[config.mk]
export PLATFORM = sky130hd
export DESIGN_NAME = preamble_smd_parser_top
export DESIGN_NICKNAME = d
export VERILOG_FILES = /design/src/rtl/psp_pkg.sv /design/src/rtl/preamble_smd_parser_top.sv /design/src/rtl/psp_cell.sv /design/src/rtl/psp_classify.sv /design/src/rtl/psp_out_skid.sv
export SDC_FILE = /design/constraint.sdc
export NUM_CORES = 1
export LEC_CHECK = 0
export BUFFER_PORTS_ARGS = -buffer_cell sky130_fd_sc_hd__buf_2
export CAP_MARGIN = 10
export CORE_MARGIN = 2
export CORE_UTILIZATION = 60
export DETAILED_ROUTE_END_ITERATION = 6
export PLACE_DENSITY = 0.89
export SKIP_CTS_REPAIR_TIMING = 1
export SLEW_MARGIN = 20
export SYNTH_ARGS = -nofsm -noshare
export SYNTH_HDL_FRONTEND = slang
export SYNTH_HIERARCHICAL = 1
export SYNTH_SLANG_ARGS = --single-unit
[constraint.sdc]
create_clock -name clk -period 2.7 [get_ports clk]
set_input_delay 0.27 -clock clk [delete_from_list [all_inputs] [get_ports clk]]
set_output_delay 0.27 -clock clk [all_outputs]
set_load 0.01 [all_outputs]
[src/rtl/psp_pkg.sv]
// Package of the preamble and SMD parser: header length, octet codes, the kind
// enum, the code tables and the structs passed between the parser modules.
// Depends on nothing.
package psp_pkg;

	// Octets ahead of the start delimiter; the header is one octet longer.
	localparam int PreambleLen = 7;
	// One cell per header position, plus one that holds the header-done token.
	localparam int NumCells = PreambleLen + 2;

	localparam logic [7:0] OctPre     = 8'h55;
	localparam logic [7:0] OctSfd     = 8'hD5;
	localparam logic [7:0] OctVerify  = 8'h07;
	localparam logic [7:0] OctRespond = 8'h19;

	typedef logic [7:0] psp_code_tab_t [4];

	// SMD-S codes and fragment counts share one table; SMD-C codes have their own.
	localparam psp_code_tab_t StartCodes = '{8'hE6, 8'h4C, 8'h7F, 8'hB3};
	localparam psp_code_tab_t ContCodes  = '{8'h61, 8'h52, 8'h9E, 8'h2A};

	typedef enum logic [2:0] {
		KindSfd     = 3'd0,
		KindVerify  = 3'd1,
		KindRespond = 3'd2,
		KindSmdS    = 3'd3,
		KindSmdC    = 3'd4
	} psp_kind_t;

	// Token and running preamble check handed from one cell to the next.
	typedef struct packed {
		logic tok;
		logic good;
	} psp_link_t;

	// One parsed header.
	typedef struct packed {
		psp_kind_t  kind;
		logic [1:0] smd;
		logic [1:0] frag;
		logic       err;
	} psp_res_t;

	// Result of a table lookup: the index, or index 0 with miss set.
	typedef struct packed {
		logic [1:0] idx;
		logic       miss;
	} psp_lookup_t;

	function automatic psp_lookup_t find_code(input psp_code_tab_t tab, input logic [7:0] v);
		psp_lookup_t r;
		r.idx  = 2'd0;
		r.miss = 1'b1;
		for (int i = 3; i >= 0; i--) begin
			if (tab[i] == v) begin
				r.idx  = 2'(i);
				r.miss = 1'b0;
			end
		end
		return r;
	endfunction

endpackage

[src/rtl/preamble_smd_parser_top.sv]
// An accepted final octet registers its result in the output register or skid entry.
// Throughput: one octet per cycle; a chain of position cells passes a token per octet.
// The input stalls only while both the output register and its skid entry hold results.
// Reset puts the token at position 0 with the preamble check clean and the kept octet 0.
// Top level of the preamble and SMD parser; uses psp_pkg, psp_cell,
// psp_classify and psp_out_skid.
module preamble_smd_parser_top (
	input  logic       clk,
	input  logic       arst_n,
	input  logic       in_valid,
	output logic       in_stall,
	input  logic [7:0] rx_octet,
	input  logic       frame_start,
	output logic       out_valid,
	input  logic       out_stall,
	output logic [2:0] preamble_kind,
	output logic [1:0] smd_index,
	output logic [1:0] fragment_index,
	output logic       header_error
);

	localparam int PenPos  = psp_pkg::PreambleLen - 1;
	localparam int LastPos = psp_pkg::PreambleLen;
	localparam int DonePos = psp_pkg::NumCells - 1;

	psp_pkg::psp_link_t links [psp_pkg::NumCells];
	logic [psp_pkg::NumCells-1:0] toks;
	logic              adv;
	logic              octet_ok;
	logic              res_valid;
	logic [7:0]        pen_q;
	psp_pkg::psp_res_t res;
	psp_pkg::psp_res_t out_res;
	logic              skid_full;

	assign adv      = in_valid & ~in_stall;
	assign in_stall = skid_full;
	assign octet_ok = (rx_octet == psp_pkg::OctPre);

	// Chain of position cells; early positions check for preamble octets.
	for (genvar k = 0; k < psp_pkg::NumCells; k++) begin : g_cell
		psp_pkg::psp_link_t prev;
		if (k == 0) begin : g_head
			assign prev = '0;
		end else begin : g_body
			assign prev = links[k-1];
		end
		psp_cell u_cell (
			.clk      (clk),
			.arst_n   (arst_n),
			.adv      (adv),
			.start    (frame_start),
			.first    (1'(k == 0)),
			.check    (1'(k < PenPos)),
			.hold     (1'(k == DonePos)),
			.octet_ok (octet_ok),
			.prev     (prev),
			.link     (links[k])
		);
		assign toks[k] = links[k].tok;
	end

	// Keep the octet just ahead of the final one.
	always_ff @(posedge clk or negedge arst_n) begin
		if (!arst_n) begin
			pen_q <= 8'h00;
		end else if (adv && links[PenPos].tok) begin
			pen_q <= rx_octet;
		end
	end

	psp_classify u_classify (
		.octet (rx_octet),
		.pen   (pen_q),
		.good  (links[LastPos].good),
		.res   (res)
	);

	assign res_valid = adv & links[LastPos].tok;

	psp_out_skid u_out (
		.clk       (clk),
		.arst_n    (arst_n),
		.res_valid (res_valid),
		.res       (res),
		.full      (skid_full),
		.out_valid (out_valid),
		.out_stall (out_stall),
		.out_res   (out_res)
	);

	assign preamble_kind  = 3'(out_res.kind);
	assign smd_index      = out_res.smd;
	assign fragment_index = out_res.frag;
	assign header_error   = out_res.err;

	// Exactly one cell holds the position token.
	a_tok_onehot: assert property (@(posedge clk) disable iff (!arst_n) $onehot(toks))
		else $error("position token is not one-hot");

	// After a final octet the token rests in the done cell until a start flag.
	a_done_after_result: assert property (@(posedge clk) disable iff (!arst_n)
		res_valid |=> (toks[DonePos] || frame_start))
		else $error("token left the done cell without a start flag");

	// A result in the skid entry implies one in the output register.
	a_skid_behind_out: assert property (@(posedge clk) disable iff (!arst_n)
		skid_full |-> out_valid)
		else $error("skid entry full while output register is empty");

	// A result is never produced while the input is stalled.
	a_no_result_stalled: assert property (@(posedge clk) disable iff (!arst_n)
		res_valid |-> !skid_full)
		else $error("result produced while the skid entry is full");

endmodule

[src/rtl/psp_cell.sv]
// One position cell of the parser chain: holds the position token and the
// preamble check result, and hands both to the next cell on every accepted octet.
// Depends on psp_pkg.
module psp_cell (
	input  logic                clk,
	input  logic                arst_n,
	input  logic                adv,
	input  logic                start,
	input  logic                first,
	input  logic                check,
	input  logic                hold,
	input  logic                octet_ok,
	input  psp_pkg::psp_link_t  prev,
	output psp_pkg::psp_link_t  link
);

	logic tok_q;
	logic good_q;
	logic tok;
	logic good;

	// The first cell stores its token inverted, so reset leaves the token there.
	// A start flag moves the token to the first cell and clears the error.
	always_comb begin
		tok       = start ? first : (tok_q ^ first);
		good      = start | good_q;
		link.tok  = tok;
		link.good = good & (~check | octet_ok);
	end

	// Take the token from the neighbor; the last cell also keeps its own.
	always_ff @(posedge clk or negedge arst_n) begin
		if (!arst_n) begin
			tok_q  <= 1'b0;
			good_q <= 1'b1;
		end else if (adv) begin
			tok_q <= (prev.tok | (hold & tok)) ^ first;
			if (prev.tok) begin
				good_q <= prev.good;
			end
		end
	end

endmodule

[src/rtl/psp_classify.sv]
// Classification of the final header octet: SFD, Verify, Respond, SMD-S or
// SMD-C, with table lookups and the error flag.
// Depends on psp_pkg.
module psp_classify (
	input  logic [7:0]        octet,
	input  logic [7:0]        pen,
	input  logic              good,
	output psp_pkg::psp_res_t res
);

	psp_pkg::psp_lookup_t start_lu;
	psp_pkg::psp_lookup_t cont_lu;
	psp_pkg::psp_lookup_t frag_lu;

	assign start_lu = psp_pkg::find_code(psp_pkg::StartCodes, octet);
	assign cont_lu  = psp_pkg::find_code(psp_pkg::ContCodes, pen);
	assign frag_lu  = psp_pkg::find_code(psp_pkg::StartCodes, octet);

	// The final octet decides the kind first, then the penultimate octet.
	always_comb begin
		res.kind = psp_pkg::KindSfd;
		res.smd  = 2'd0;
		res.frag = 2'd0;
		res.err  = ~good;
		if (octet == psp_pkg::OctSfd) begin
			res.err = ~good | (pen != psp_pkg::OctPre);
		end else if (pen == psp_pkg::OctPre) begin
			if (octet == psp_pkg::OctVerify) begin
				res.kind = psp_pkg::KindVerify;
			end else if (octet == psp_pkg::OctRespond) begin
				res.kind = psp_pkg::KindRespond;
			end else begin
				res.kind = psp_pkg::KindSmdS;
				res.smd  = start_lu.idx;
				res.err  = ~good | start_lu.miss;
			end
		end else begin
			res.kind = psp_pkg::KindSmdC;
			res.smd  = cont_lu.idx;
			res.frag = frag_lu.idx;
			res.err  = ~good | cont_lu.miss | frag_lu.miss;
		end
	end

endmodule

[src/rtl/psp_out_skid.sv]
// Output register with one skid entry for the parsed header results.
// Depends on psp_pkg.
module psp_out_skid (
	input  logic              clk,
	input  logic              arst_n,
	input  logic              res_valid,
	input  psp_pkg::psp_res_t res,
	output logic              full,
	output logic              out_valid,
	input  logic              out_stall,
	output psp_pkg::psp_res_t out_res
);

	logic              out_valid_q;
	logic              skid_valid_q;
	psp_pkg::psp_res_t out_q;
	psp_pkg::psp_res_t skid_q;
	logic              out_take;

	assign out_take  = out_valid_q & ~out_stall;
	assign full      = skid_valid_q;
	assign out_valid = out_valid_q;
	assign out_res   = out_q;

	// Valid flags: a new result goes to the output register when it is free
	// or being taken, otherwise into the skid entry.
	always_ff @(posedge clk or negedge arst_n) begin
		if (!arst_n) begin
			out_valid_q  <= 1'b0;
			skid_valid_q <= 1'b0;
		end else if (skid_valid_q) begin
			if (out_take) begin
				skid_valid_q <= 1'b0;
			end
		end else if (res_valid) begin
			if (out_valid_q && !out_take) begin
				skid_valid_q <= 1'b1;
			end else begin
				out_valid_q <= 1'b1;
			end
		end else if (out_take) begin
			out_valid_q <= 1'b0;
		end
	end

	// Payload moves with the flags above.
	always_ff @(posedge clk) begin
		if (skid_valid_q) begin
			if (out_take) begin
				out_q <= skid_q;
			end
		end else if (res_valid) begin
			if (out_valid_q && !out_take) begin
				skid_q <= res;
			end else begin
				out_q <= res;
			end
		end
	end

endmodule
==> run_results.csv <==
group,metric,value,unit
run_status,outcome,"finished, violations left",
run_status,violations,"negative hold slack",
finish,fin_nets,325,
worst_setup_path,r2r.worst_path.cells,4,
global_route,grt_usage,23.1,%
yosys,synth_area,2610,um2
sta,tns,0,ns
sta,setup_viol_count_final,0,
floorplanning,ios,23,
worst_setup_path,path_depth,4,
sta,post-route-min-period,2.21,ns
worst_setup_path,critPathKind,"flip-flop to flip-flop",
yosys,syn_avg_cell_area,10.8,um2
power,pwr-share-clk,19.7,%
finish,postLayoutCoreUtil,73.9,%
yosys,yosys.area.top_type,"edfxtp_1",
sta,tightest_slew,0.803,ns
yosys,synth-compound-area-share,12.6,%
worst_hold_path,min_path_type,"primary input to async pin",
clock_network,insertion_delay,0.29,ns
global_route,grt_antenna_before_repair,0,
detailed_routing,ant_nets,0,
sta,skew,0.00917,ns
yosys,synth_cells,241,
worst_setup_path,crit_end,"u_out/out_res[4]$_DFFE_PP_",
worst_setup_path,cp_top_family,"simple AND/OR/NAND/NOR gates",
finish,antenna_cells,0,
finish,area_growth,15.6,%
floorplanning,coreArea,4090,um2
sta,rsz0062_at_grt,"false",
sta,fmax,452,MHz
clock_network,tritoncts,"yes",
sta,finalCritPeriodShare,82.0,%
clock_network,cts_sinks,42,
power,switching_share,32.2,%
detailed_routing,vias_per_cell,5.30,
clock_network,htreeDepth,2,
floorplanning,die_x,70.0,um
global_route,grt_max_degree,27,
finish,drive_gt1_share,22.4,%
clock_network,cts-root-buf,"clkbuf_8",
worst_setup_path,cp-end-kind,"flip-flop",
worst_setup_path,worstReg2RegStart,"u_out/full$_DFF_PN0_",
worst_setup_path,worstPathRequired,2.63,ns
floorplanning,start_util,63.9,%
detailed_routing,drt-total-wl,5220,um
floorplanning,die_h,70.0,um
worst_setup_path,max_stage_delay,0.67,ns
sta,relSlewSlack,46.3,%
sta,finalHoldViolCount,18,
yosys,synth-simple-area-share,23.8,%
power,intPower,1.65,mW
placement,gp_congestion,0.856,
yosys,synthArstFlopShare,61.9,%
yosys,synth-xor-area-share,2.68,%
power,p_per_area,808,nW/um2
job,cap_violations,0,
yosys,synth_adder_area_share,0,%
worst_setup_path,crit_arrival,2.14,ns
yosys,ys_seq_elements,42,
worst_setup_path,r2r_end,"u_out/out_res[4]$_DFFE_PP_",
sta,drv_slew,0,
worst_setup_path,crit_path_cell_trace,"and2b_2, and2_1, nand2b_1, a21boi_1",
worst_setup_path,cp-startpoint,"u_out/full$_DFF_PN0_",
floorplanning,rows,23,
global_route,gr-total-overflow,0,
power,sequentialPowerShare,45.5,%
yosys,synth-edff-count,16,
detailed_routing,routed-via-count,1925,
placement,post-dp-hpwl,3830,um
global_route,grt_pass1_wl,9030,um
power,peakVddDrop,0.000447,V
power,p_switching,0.785,mW
worst_setup_path,crit_path_top_delay_cell,"a21boi_1",
worst_setup_path,critPathLaunchType,"flip-flop",
worst_setup_path,cp_max_fo,25,
global_route,grt_pass1_vias,1940,
worst_setup_path,critPathBufInv,0,
yosys,synth_top_area_share,18.4,%
detailed_routing,first_pass_iters,4,
power,p_leak,1.30,nW
placement,port_buffers,22,
worst_setup_path,r2r_slack,0.49,ns
yosys,yosys-top-cells-area,"edfxtp_1 (18%), dfrtp_1 (17%), dfstp_2 (8.0%)",
finish,final_common_cell,"conb_1",
yosys,synth_top_family_by_area,"simple AND/OR/NAND/NOR gates",
detailed_routing,drt_iter0_markers,131,
detailed_routing,post-route-drc-count,0,
clock_network,cts_made_buffers,5,
clock_network,clk_pin_slew,0.08,ns
finish,final_cell_mix,"conb_1 (51), buf_2 (22), inv_1 (20)",
sta,whs,-0.0306,ns
floorplanning,die_area,4900,um2
yosys,yosys_warnings,6,
detailed_routing,routedWlPerCell,14.4,um
clock_network,cts_buffer_depth,2,
yosys,seq_area_frac_synth,43.7,%
yosys,ys.flop_type,"dfrtp_1",
finish,nFillCells,278,
power,comb_power_share,34.7,%
yosys,synthMuxAreaShare,11.4,%
yosys,synth.distinct_cells,45,
==> cells in the mapped netlist (8+ instances only) <==
library cell,instances
dfrtp_1,18
nor2_1,14
nor2b_1,18
mux2_2,9
a21boi_1,9
o21ai_0,10
nor2b_4,8
mux2_1,8
inv_1,20
buf_4,8
nand2_1,12
a21oi_1,13
xor2_1,8
dfstp_2,8
o221ai_1,8
edfxtp_1,16
==> metrics by stage <==
stage / power, mW / instances / setup WS, ns / area [um2]
2_1_floorplan: 1.78 / 290 / 0.744 / 2800
5_1_grt: 2.59 / 363 / 0.353 / 3020
6_report: 2.44 / 363 / 0.486 / 3020
4_1_cts: 2.44 / 363 / 0.479 / 3020
3_3_place_gp: 1.88 / 355 / 0.659 / 2910
3_5_place_dp: 1.95 / 355 / 0.497 / 2910
==> registers in the layout, indices dropped and copies added, names as in the netlist <==
register / flops
pen_q: 8
g_cell.u_cell/good_q: 8
u_out/out_valid: 1
u_out/full: 1
u_out/out_res: 8
g_cell.u_cell/tok_q: 8
u_out/skid_q: 8
==> area by class of cell <==
cell class | instances | area, um2 | share of cell area (%)
clock buffers | 6 | 72.6 | 2.40
clock inverters | 2 | 33.8 | 1.12
inverters | 20 | 75.1 | 2.49
multi-input cells | 219 | 1510 | 50.0
flip-flops and latches | 42 | 1140 | 37.8
well taps | 50 | 62.6 | 2.07
repair buffers | 24 | 125 | 4.15
==> power groups by stage <==
stage	registers, mW	logic (mW)	clock network [mW]
finish	1.11	0.846	0.482
CTS	1.11	0.844	0.490
floorplan	1.10	0.678	0
global route	1.14	0.924	0.525
global placement	1.09	0.787	0
detailed placement	1.11	0.835	0
==> layer usage <==
metal	track usage, %	part of all wire (%)	up-vias
met3	3.90	3.2	12
met2	41.7	52	42
met4	8.33	2.2	0
li1	-	-	954
met5	0	0	-
met1	27.4	42	917
==> worst min-delay path by stage <==
stage,startpoint,end,slack (ns),cells past startpoint
2_1_floorplan,arst_n,g_cell[0].u_cell/tok_q$_DFFE_PN0P_,-0.03,0
3_3_place_gp,arst_n,u_out/out_valid$_DFFE_PN0P_,0.31,1
3_5_place_dp,arst_n,u_out/out_valid$_DFFE_PN0P_,0.32,1
4_1_cts,arst_n,u_out/out_valid$_DFFE_PN0P_,0.001,1
5_1_grt,arst_n,pen_q[7]$_DFFE_PN0P_,0.02,1
6_report,arst_n,u_out/out_valid$_DFFE_PN0P_,-0.03,1
==> kinds of logic (layout without fill, tap and decap cells) <==
logic type	after synthesis	in the layout
AOI/OAI and AO/OA	50	50
muxes	24	24
and+or+nand+nor	86	86
xor gates and xnor gates	8	8
buffers and inverters	29	52
other	2	51
DFF	42	42
(Power assumes the default switching activity.)
